===== src/sv/pcm_pkg.sv =====
// Package for the PWM capture monitor: types, command codes and constants.
package pcm_pkg;

  typedef logic [15:0] word_t;
  typedef logic [7:0]  count_t;
  typedef logic [1:0]  cmd_code_t;

  typedef enum logic [1:0] {
    CMD_CAPTURE = 2'd0,
    CMD_TICK    = 2'd1,
    CMD_CLEAR   = 2'd2
  } cmd_t;

  localparam word_t  MASK15           = 16'h7FFF;
  localparam word_t  DEAD_WORD        = 16'h8000;
  localparam word_t  WORD_MAX         = 16'hFFFF;
  localparam word_t  WORD_ONE         = 16'h0001;
  localparam count_t COUNT_ONE        = 8'd1;
  localparam count_t DEAD_COUNT_RESET = 8'd5;

  typedef struct packed {
    cmd_code_t cmd;
    word_t     period_us;
    word_t     width_us;
    word_t     capture_status;
    logic      live_level;
  } item_t;

  typedef struct packed {
    logic  report_valid;
    word_t period_report;
    word_t width_report;
    logic  dead_flag;
    word_t capture_total;
    word_t least_period;
    word_t greatest_period;
    word_t least_width;
    word_t greatest_width;
    word_t stored_status;
  } result_t;

endpackage


===== src/sv/pcm_if.sv =====
// Channel interfaces of the PWM capture monitor: input items, results, config writes.
interface pcm_in_if;
  logic              valid;
  logic              ready;
  pcm_pkg::cmd_code_t cmd;
  pcm_pkg::word_t    period_us;
  pcm_pkg::word_t    width_us;
  pcm_pkg::word_t    capture_status;
  logic              live_level;

  modport source (output valid, cmd, period_us, width_us, capture_status, live_level,
                  input ready);
  modport sink   (input valid, cmd, period_us, width_us, capture_status, live_level,
                  output ready);
endinterface

interface pcm_out_if;
  logic           valid;
  logic           ready;
  logic           report_valid;
  pcm_pkg::word_t period_report;
  pcm_pkg::word_t width_report;
  logic           dead_flag;
  pcm_pkg::word_t capture_total;
  pcm_pkg::word_t least_period;
  pcm_pkg::word_t greatest_period;
  pcm_pkg::word_t least_width;
  pcm_pkg::word_t greatest_width;
  pcm_pkg::word_t stored_status;

  modport source (output valid, report_valid, period_report, width_report, dead_flag,
                  capture_total, least_period, greatest_period, least_width,
                  greatest_width, stored_status,
                  input ready);
  modport sink   (input valid, report_valid, period_report, width_report, dead_flag,
                  capture_total, least_period, greatest_period, least_width,
                  greatest_width, stored_status,
                  output ready);
endinterface

interface pcm_cfg_if;
  logic            valid;
  logic            ready;
  pcm_pkg::count_t max_dead_count;

  modport source (output valid, max_dead_count, input ready);
  modport sink   (input valid, max_dead_count, output ready);
endinterface


===== src/sv/pcm_in_reg.sv =====
// Input register: captures one item per transfer and holds it until the engine takes it.
module pcm_in_reg (
  input  logic           clk,
  input  logic           rst,
  pcm_in_if.sink         item,
  input  logic           take,
  output logic           held_valid,
  output pcm_pkg::item_t held
);
  import pcm_pkg::*;

  logic accept;

  assign item.ready = !held_valid || take;
  assign accept     = item.valid && item.ready;

  always_ff @(posedge clk) begin
    if (rst) begin
      held_valid <= 1'b0;
    end else if (accept) begin
      held_valid <= 1'b1;
    end else if (take) begin
      held_valid <= 1'b0;
    end
  end

  always_ff @(posedge clk) begin
    if (accept) begin
      held.cmd            <= item.cmd;
      held.period_us      <= item.period_us;
      held.width_us       <= item.width_us;
      held.capture_status <= item.capture_status;
      held.live_level     <= item.live_level;
    end
  end

endmodule


===== src/sv/pcm_engine.sv =====
// Monitor state, per-item update logic and the result register.
module pcm_engine (
  input  logic            clk,
  input  logic            rst,
  input  logic            held_valid,
  input  pcm_pkg::item_t  held,
  input  pcm_pkg::count_t max_dead_count,
  output logic            take,
  pcm_out_if.source       result
);
  import pcm_pkg::*;

  word_t  held_period, held_period_next;
  word_t  held_width, held_width_next;
  word_t  held_status, held_status_next;
  word_t  capture_counter, capture_counter_next;
  word_t  counter_at_last_tick, counter_at_last_tick_next;
  count_t idle_ticks, idle_ticks_next;
  logic   dead_mark, dead_mark_next;
  word_t  period_low_mark, period_low_mark_next;
  word_t  period_high_mark, period_high_mark_next;
  word_t  width_low_mark, width_low_mark_next;
  word_t  width_high_mark, width_high_mark_next;

  logic    out_valid;
  result_t res, res_next;
  count_t  idle_inc;

  assign take     = held_valid && (!out_valid || result.ready);
  assign idle_inc = idle_ticks + COUNT_ONE;

  always_comb begin
    held_period_next          = held_period;
    held_width_next           = held_width;
    held_status_next          = held_status;
    capture_counter_next      = capture_counter;
    counter_at_last_tick_next = counter_at_last_tick;
    idle_ticks_next           = idle_ticks;
    dead_mark_next            = dead_mark;
    period_low_mark_next      = period_low_mark;
    period_high_mark_next     = period_high_mark;
    width_low_mark_next       = width_low_mark;
    width_high_mark_next      = width_high_mark;
    res_next                  = '0;

    case (held.cmd)
      CMD_CAPTURE: begin
        held_period_next     = held.period_us;
        held_width_next      = held.width_us;
        held_status_next     = held.capture_status;
        if (held.period_us > period_high_mark) period_high_mark_next = held.period_us;
        if (held.period_us < period_low_mark)  period_low_mark_next  = held.period_us;
        if (held.width_us > width_high_mark)   width_high_mark_next  = held.width_us;
        if (held.width_us < width_low_mark)    width_low_mark_next   = held.width_us;
        capture_counter_next = capture_counter + WORD_ONE;
      end
      CMD_TICK: begin
        if (counter_at_last_tick == capture_counter) begin
          if (idle_ticks < max_dead_count) begin
            idle_ticks_next = idle_inc;
            if (idle_inc >= max_dead_count) dead_mark_next = 1'b1;
          end
        end else begin
          dead_mark_next  = 1'b0;
          idle_ticks_next = '0;
        end
        counter_at_last_tick_next = capture_counter;
        res_next.report_valid     = 1'b1;
        if (!dead_mark_next) begin
          res_next.period_report = held_period & MASK15;
          res_next.width_report  = held_width & MASK15;
        end else begin
          res_next.period_report = DEAD_WORD;
          res_next.width_report  = held.live_level ? DEAD_WORD : '0;
        end
      end
      CMD_CLEAR: begin
        period_low_mark_next  = WORD_MAX;
        period_high_mark_next = '0;
        width_low_mark_next   = WORD_MAX;
        width_high_mark_next  = '0;
      end
      default: begin
        // unused code: no state change
      end
    endcase

    res_next.dead_flag       = dead_mark_next;
    res_next.capture_total   = capture_counter_next;
    res_next.least_period    = period_low_mark_next;
    res_next.greatest_period = period_high_mark_next;
    res_next.least_width     = width_low_mark_next;
    res_next.greatest_width  = width_high_mark_next;
    res_next.stored_status   = held_status_next;
  end

  always_ff @(posedge clk) begin
    if (rst) begin
      held_period          <= '0;
      held_width           <= '0;
      held_status          <= '0;
      capture_counter      <= '0;
      counter_at_last_tick <= '0;
      idle_ticks           <= '0;
      dead_mark            <= 1'b1;
      period_low_mark      <= WORD_MAX;
      period_high_mark     <= '0;
      width_low_mark       <= WORD_MAX;
      width_high_mark      <= '0;
    end else if (take) begin
      held_period          <= held_period_next;
      held_width           <= held_width_next;
      held_status          <= held_status_next;
      capture_counter      <= capture_counter_next;
      counter_at_last_tick <= counter_at_last_tick_next;
      idle_ticks           <= idle_ticks_next;
      dead_mark            <= dead_mark_next;
      period_low_mark      <= period_low_mark_next;
      period_high_mark     <= period_high_mark_next;
      width_low_mark       <= width_low_mark_next;
      width_high_mark      <= width_high_mark_next;
    end
  end

  always_ff @(posedge clk) begin
    if (rst) begin
      out_valid <= 1'b0;
    end else if (take) begin
      out_valid <= 1'b1;
    end else if (result.ready) begin
      out_valid <= 1'b0;
    end
  end

  always_ff @(posedge clk) begin
    if (take) begin
      res <= res_next;
    end
  end

  assign result.valid           = out_valid;
  assign result.report_valid    = res.report_valid;
  assign result.period_report   = res.period_report;
  assign result.width_report    = res.width_report;
  assign result.dead_flag       = res.dead_flag;
  assign result.capture_total   = res.capture_total;
  assign result.least_period    = res.least_period;
  assign result.greatest_period = res.greatest_period;
  assign result.least_width     = res.least_width;
  assign result.greatest_width  = res.greatest_width;
  assign result.stored_status   = res.stored_status;

endmodule


===== src/sv/pwm_capture_monitor_core.sv =====
// Top level of the PWM capture monitor with loss-of-signal watchdog.
//
//   channel  dir  payload
//   -------  ---  ---------------------------------------------------------
//   item     in   cmd, period_us, width_us, capture_status, live_level
//   result   out  report_valid, period/width reports, dead_flag, totals,
//                 min/max trackers, stored_status
//   cfg      in   max_dead_count (always ready)
//
// One item per clock sustained while result.ready stays high. Each item passes
// through the input register and then the result register, from which its
// result can transfer out.
// A result waiting on result.ready holds the engine; the input register holds
// at most one more item, and item.ready stays low until that result transfers.
// Synchronous reset: watchdog starts dead, min trackers at 0xFFFF,
// max_dead_count at 5. Every item gives exactly one result.
module pwm_capture_monitor_core (
  input  logic      clk,
  input  logic      rst,
  pcm_in_if.sink    item,
  pcm_out_if.source result,
  pcm_cfg_if.sink   cfg
);
  import pcm_pkg::*;

  count_t max_dead_count;
  logic   held_valid;
  item_t  held;
  logic   take;

  // config register; the user must write it only while idle, the block does not enforce this
  assign cfg.ready = 1'b1;

  always_ff @(posedge clk) begin
    if (rst) begin
      max_dead_count <= DEAD_COUNT_RESET;
    end else if (cfg.valid) begin
      max_dead_count <= cfg.max_dead_count;
    end
  end

  // input register
  pcm_in_reg u_in_reg (
    .clk        (clk),
    .rst        (rst),
    .item       (item),
    .take       (take),
    .held_valid (held_valid),
    .held       (held)
  );

  // state update and result register
  pcm_engine u_engine (
    .clk            (clk),
    .rst            (rst),
    .held_valid     (held_valid),
    .held           (held),
    .max_dead_count (max_dead_count),
    .take           (take),
    .result         (result)
  );

`ifndef SYNTHESIS
  // a live report never sets the dead bit of either word
  a_live_report_masked: assert property (@(posedge clk) disable iff (rst)
    (result.valid && result.report_valid && !result.dead_flag)
      |-> (result.period_report[15] == 1'b0 && result.width_report[15] == 1'b0))
    else $error("live report carries dead bit");

  // a dead report carries the dead word for the period
  a_dead_report_word: assert property (@(posedge clk) disable iff (rst)
    (result.valid && result.report_valid && result.dead_flag)
      |-> (result.period_report == DEAD_WORD))
    else $error("dead report period word wrong");

  // non-tick results carry zero report words
  a_no_report_zero: assert property (@(posedge clk) disable iff (rst)
    (result.valid && !result.report_valid)
      |-> (result.period_report == '0 && result.width_report == '0))
    else $error("report words set on non-tick result");

  // the engine never consumes an empty input register
  a_take_needs_item: assert property (@(posedge clk) disable iff (rst)
    take |-> held_valid)
    else $error("engine took without a held item");
`endif

endmodule


===== src/flat_wrapper.sv =====
// flat-port wrapper written by rule: the top's interface ports become plain ports
module pwm_capture_monitor_core_flat import pcm_pkg::*;
  (clk, rst, item_valid, item_cmd, item_period_us, item_width_us, item_capture_status, item_live_level, item_ready, result_valid, result_report_valid, result_period_report, result_width_report, result_dead_flag, result_capture_total, result_least_period, result_greatest_period, result_least_width, result_greatest_width, result_stored_status, result_ready, cfg_valid, cfg_max_dead_count, cfg_ready);
  pcm_in_if item_i ();
  pcm_out_if result_i ();
  pcm_cfg_if cfg_i ();
  input  logic clk;
  input  logic rst;
  input wire logic [$bits(item_i.valid)-1:0] item_valid;
  input wire logic [$bits(item_i.cmd)-1:0] item_cmd;
  input wire logic [$bits(item_i.period_us)-1:0] item_period_us;
  input wire logic [$bits(item_i.width_us)-1:0] item_width_us;
  input wire logic [$bits(item_i.capture_status)-1:0] item_capture_status;
  input wire logic [$bits(item_i.live_level)-1:0] item_live_level;
  output wire logic [$bits(item_i.ready)-1:0] item_ready;
  output wire logic [$bits(result_i.valid)-1:0] result_valid;
  output wire logic [$bits(result_i.report_valid)-1:0] result_report_valid;
  output wire logic [$bits(result_i.period_report)-1:0] result_period_report;
  output wire logic [$bits(result_i.width_report)-1:0] result_width_report;
  output wire logic [$bits(result_i.dead_flag)-1:0] result_dead_flag;
  output wire logic [$bits(result_i.capture_total)-1:0] result_capture_total;
  output wire logic [$bits(result_i.least_period)-1:0] result_least_period;
  output wire logic [$bits(result_i.greatest_period)-1:0] result_greatest_period;
  output wire logic [$bits(result_i.least_width)-1:0] result_least_width;
  output wire logic [$bits(result_i.greatest_width)-1:0] result_greatest_width;
  output wire logic [$bits(result_i.stored_status)-1:0] result_stored_status;
  input wire logic [$bits(result_i.ready)-1:0] result_ready;
  input wire logic [$bits(cfg_i.valid)-1:0] cfg_valid;
  input wire logic [$bits(cfg_i.max_dead_count)-1:0] cfg_max_dead_count;
  output wire logic [$bits(cfg_i.ready)-1:0] cfg_ready;
  assign item_i.valid = item_valid;
  assign item_i.cmd = item_cmd;
  assign item_i.period_us = item_period_us;
  assign item_i.width_us = item_width_us;
  assign item_i.capture_status = item_capture_status;
  assign item_i.live_level = item_live_level;
  assign item_ready = item_i.ready;
  assign result_valid = result_i.valid;
  assign result_report_valid = result_i.report_valid;
  assign result_period_report = result_i.period_report;
  assign result_width_report = result_i.width_report;
  assign result_dead_flag = result_i.dead_flag;
  assign result_capture_total = result_i.capture_total;
  assign result_least_period = result_i.least_period;
  assign result_greatest_period = result_i.greatest_period;
  assign result_least_width = result_i.least_width;
  assign result_greatest_width = result_i.greatest_width;
  assign result_stored_status = result_i.stored_status;
  assign result_i.ready = result_ready;
  assign cfg_i.valid = cfg_valid;
  assign cfg_i.max_dead_count = cfg_max_dead_count;
  assign cfg_ready = cfg_i.ready;
  pwm_capture_monitor_core u_core (.clk(clk), .rst(rst), .item(item_i), .result(result_i), .cfg(cfg_i));
endmodule

===== config.mk =====
export PLATFORM = sky130hd
export DESIGN_NAME = pwm_capture_monitor_core_flat
export DESIGN_NICKNAME = d
export VERILOG_FILES = /design/src/sv/pcm_pkg.sv /design/src/sv/pcm_if.sv /design/src/sv/pcm_in_reg.sv /design/src/sv/pcm_engine.sv /design/src/sv/pwm_capture_monitor_core.sv /design/src/flat_wrapper.sv
export SDC_FILE = /design/constraint.sdc
export NUM_CORES = 1
export LEC_CHECK = 0
export BUFFER_PORTS_ARGS = -buffer_cell sky130_fd_sc_hd__buf_2
export CELL_PAD_IN_SITES_DETAIL_PLACEMENT = 1
export CELL_PAD_IN_SITES_GLOBAL_PLACEMENT = 2
export CORE_ASPECT_RATIO = 0.75
export CORE_MARGIN = 5
export CORE_UTILIZATION = 38
export DETAILED_ROUTE_END_ITERATION = 12
export PLACE_DENSITY_LB_ADDON = 0.1
export REMOVE_ABC_BUFFERS = 1
export SYNTH_ARGS = -nofsm -noshare
export SYNTH_HDL_FRONTEND = slang
export SYNTH_HIERARCHICAL = 1
export SYNTH_SLANG_ARGS = --single-unit
export TNS_END_PERCENT = 20

===== constraint.sdc =====
create_clock -name clk -period 6.1 [get_ports clk]
set_input_delay 0.305 -clock clk [delete_from_list [all_inputs] [get_ports clk]]
set_output_delay 0.305 -clock clk [all_outputs]
set_load 0.03 [all_outputs]

==> flow_summary.toml <==
[status]
status = "finished, final reports clean"

[synthesis]
ys_types = 62
synth_edf_count = 181
synth_top_cell_area_share = 0.363
synth-seq-area-share = 0.578
synthArstFlopShare = 0
synthesis.area_um2 = 15000
synth_area_leader_cell = "edfxtp_1"
ys_warn_count = 6
ys.flop_type = "edfxtp_1"
avgSynthCellArea_um2 = 11.1
ys_top_cells_by_area = "edfxtp_1, dfxtp_1, ha_1"
ys_ff_latch = 342
synth_cells = 1348

[timing]
worst_slew_pin_slew_ps = 1100
skew_ps = 19.6
finalCritPeriodShare = 0.609
drv_slew = 0
slew_headroom = 0.257
fin_crit_ps = 3710
rsz0062_at_grt = "false"
max_freq_mhz = 269
whs_ps = 26.7
setup_viol_count_final = 0
finalHoldViolations = 0

[drt]
dr.pass1.iters = 4
wl_per_cell_um = 19.8
post-route-drc-count = 0
vias = 11000
viasPerCell = 5.17
wl_mm = 42.2
drt_iter0_drc = 354
ant_nets = 0

[die]
start_util = 0.382
die_y_um = 182
coreArea_um2 = 39300
io_pins = 197
dieWidth_um = 239
core.rowCount = 63
dieArea_um2 = 43600

[global_routing]
antenna_found_initial = 0
grt_pass1_vias = 11500
track_usage = 0.190
grt_max_degree = 84
grt_pass1_wl_mm = 66.0
overflow = 0

[place]
place.gp.congestion = 0.775
io_buffers = 195
dp.final_hpwl_mm = 28.0

[worst_setup_path]
reg2reg_slack_ps = 2390
critPathKind = "flip-flop to flip-flop"
crit_fanout = 18
critical_path_arrival_ps = 4120
critPathCapture = "u_core/u_engine/period_high_mark[14]"
crit_start = "u_core/u_in_reg/held[48]"
setup.worst_path.start_class = "flip-flop"
worstPathRequired_ps = 6510
r2r_end = "u_core/u_engine/period_high_mark[14]"
endpoint_kind = "flip-flop"
r2r_cells = 7
r2r-start = "u_core/u_in_reg/held[48]"

[finish]
fillers = 4286
drive_gt1_frac = 0.187
layout_commonest_cell = "buf_2"
area_delta_synth_final_pct = 21.3
register_area_um2 = 8660
nets = 1723
multi_input_area_um2 = 5740
final_cell_mix = "buf_2, nand2_1, edfxtp_1, dfxtp_1, a21oi_1"
antenna_cells = 0

[pwr]
peakVddDrop_uv = 195
cellPowerDensity_nw_per_um2 = 291
internal_power_mw = 3.97
seq_power_share = 0.491
p_comb_frac = 0.096
clkPwrFrac = 0.413
power.total_mw = 5.30
power.leakage_nw = 7.12
p_switching_mw = 1.32
p_sw_frac = 0.250

[cts]
postCtsSetupRepairBufs = 0
clockBufferDepth = 3
clkTransAtPathRegs_ps = 60
clock_latency_ps = 530
cts_buffers = 37
cts_tree = "yes"
cts.sinks = 342
h-tree-depth = 2
root_buffer = "clkbuf_16"

[min_path]
min_path_type = "primary input to flip-flop"

[run]
cap_violations = 0
-- layout make-up --
cell class                      instances  area share
Clock buffer                           54      0.0590
Timing Repair Buffer                  265      0.0903
Inverter                               83      0.0174
Tap cell                              520      0.0358
Clock inverter                         14     0.00551
Sequential cell                       342       0.476
Multi-Input combinational cell        850       0.316
-- worst max-delay path: stages, from the launching register on --
cell	delay [ps]
edfxtp_1	500
ha_1	370
nand4_1	130
or3_1	420
a211oi_1	350
or4_1	580
nand3_1	690
a311o_1	550
-- per-layer routing --
layer,track usage,vias to the layer above,part of all wire
li1,-,5314,-
met1,0.265,5472,0.48
met2,0.317,164,0.47
met3,0.0281,48,0.035
met4,0.0408,0,0.018
met5,0,-,0
-- power by group through the flow --
stage / clock [mW] / sequential, mW / combinational (mW)
final: 2.18 / 2.60 / 0.508
after global routing: 2.36 / 2.61 / 0.555
after CTS: 2.26 / 2.60 / 0.517
after detailed placement: 0 / 2.65 / 0.488
after global placement: 0 / 2.65 / 0.484
after floorplan: 0 / 2.73 / 0.205
-- kinds of logic (layout without fill, tap and decap cells) --
family	after synthesis	after routing	share of synthesized area
and+or+nand+nor	399	399	0.128
DFF	342	342	0.578
AOI/OAI and AO/OA	299	299	0.141
buffers and inverters	156	416	0.0417
adders and majority gates	80	80	0.0668
xor gates and xnor gates	48	48	0.0280
muxes	23	23	0.0168
other	1	1	0.000250
-- worst min-delay path by stage --
stage,start,end,slack (ps),depth (start not counted)
finish,cfg_max_dead_count[1],u_core/max_dead_count[1],30,3
detailed placement,u_core/u_engine/held_width[0],u_core/u_engine/held_width[0],450,2
global placement,u_core/u_engine/held_period[6],u_core/u_engine/held_period[6],440,2
CTS,cfg_max_dead_count[1],u_core/max_dead_count[1],3,3
global route,item_valid,u_core/u_in_reg/held_valid,30,3
floorplan,rst,u_core/u_in_reg/held_valid,370,1
-- sequential cells by signal (all words and copies together), names as in the netlist, 8 cells and up --
register and flops:
u_core/u_engine/counter_at_last_tick 16, u_core/u_engine/result.least_width 16, u_core/u_engine/width_low_mark 16, u_core/u_engine/width_high_mark 16, u_core/u_engine/result.capture_total 16, u_core/u_engine/result.stored_status 16, u_core/u_engine/held_width 15, u_core/u_in_reg/held 51
u_core/u_engine/period_high_mark 16, u_core/u_engine/result.width_report 16, u_core/max_dead_count 8, u_core/u_engine/period_low_mark 16, u_core/u_engine/idle_ticks 8, u_core/u_engine/held_period 15, u_core/u_engine/result.greatest_width 16, u_core/u_engine/result.greatest_period 16
u_core/u_engine/result.period_report 16, u_core/u_engine/held_status 16, u_core/u_engine/capture_counter 16, u_core/u_engine/result.least_period 16
-- stage by stage --
step / cells / util / worst slack, ps / TNS, ps / area, um^2
final: 2128 / 0.463 / 2390 / 0 / 18200
after global routing: 2128 / 0.463 / 2100 / 0 / 18200
after CTS: 2128 / 0.463 / 2290 / 0 / 18200
after detailed placement: 2005 / 0.419 / 2290 / 0 / 16500
after global placement: 2005 / 0.419 / 2440 / 0 / 16500
after floorplan: 1275 / - / -830 / -25290 / 14700
-- cell usage after synthesis (all sizes together) (23+ instances only) --
master / n
a21oi: 111
a22o: 32
a2bb2oi: 25
and2: 31
buf: 23
clkbuf: 50
dfxtp: 161
edfxtp: 181
ha: 80
inv: 82
nand2: 188
nand3: 47
nor2: 45
o22a: 64
xnor2: 34
-- repair_timing --
action,in CTS,in global routing
hold buffers,55,0
endpoints found under the hold margin,55,0
gates resized for setup,0,0
Power figures use the tool's default switching activity.
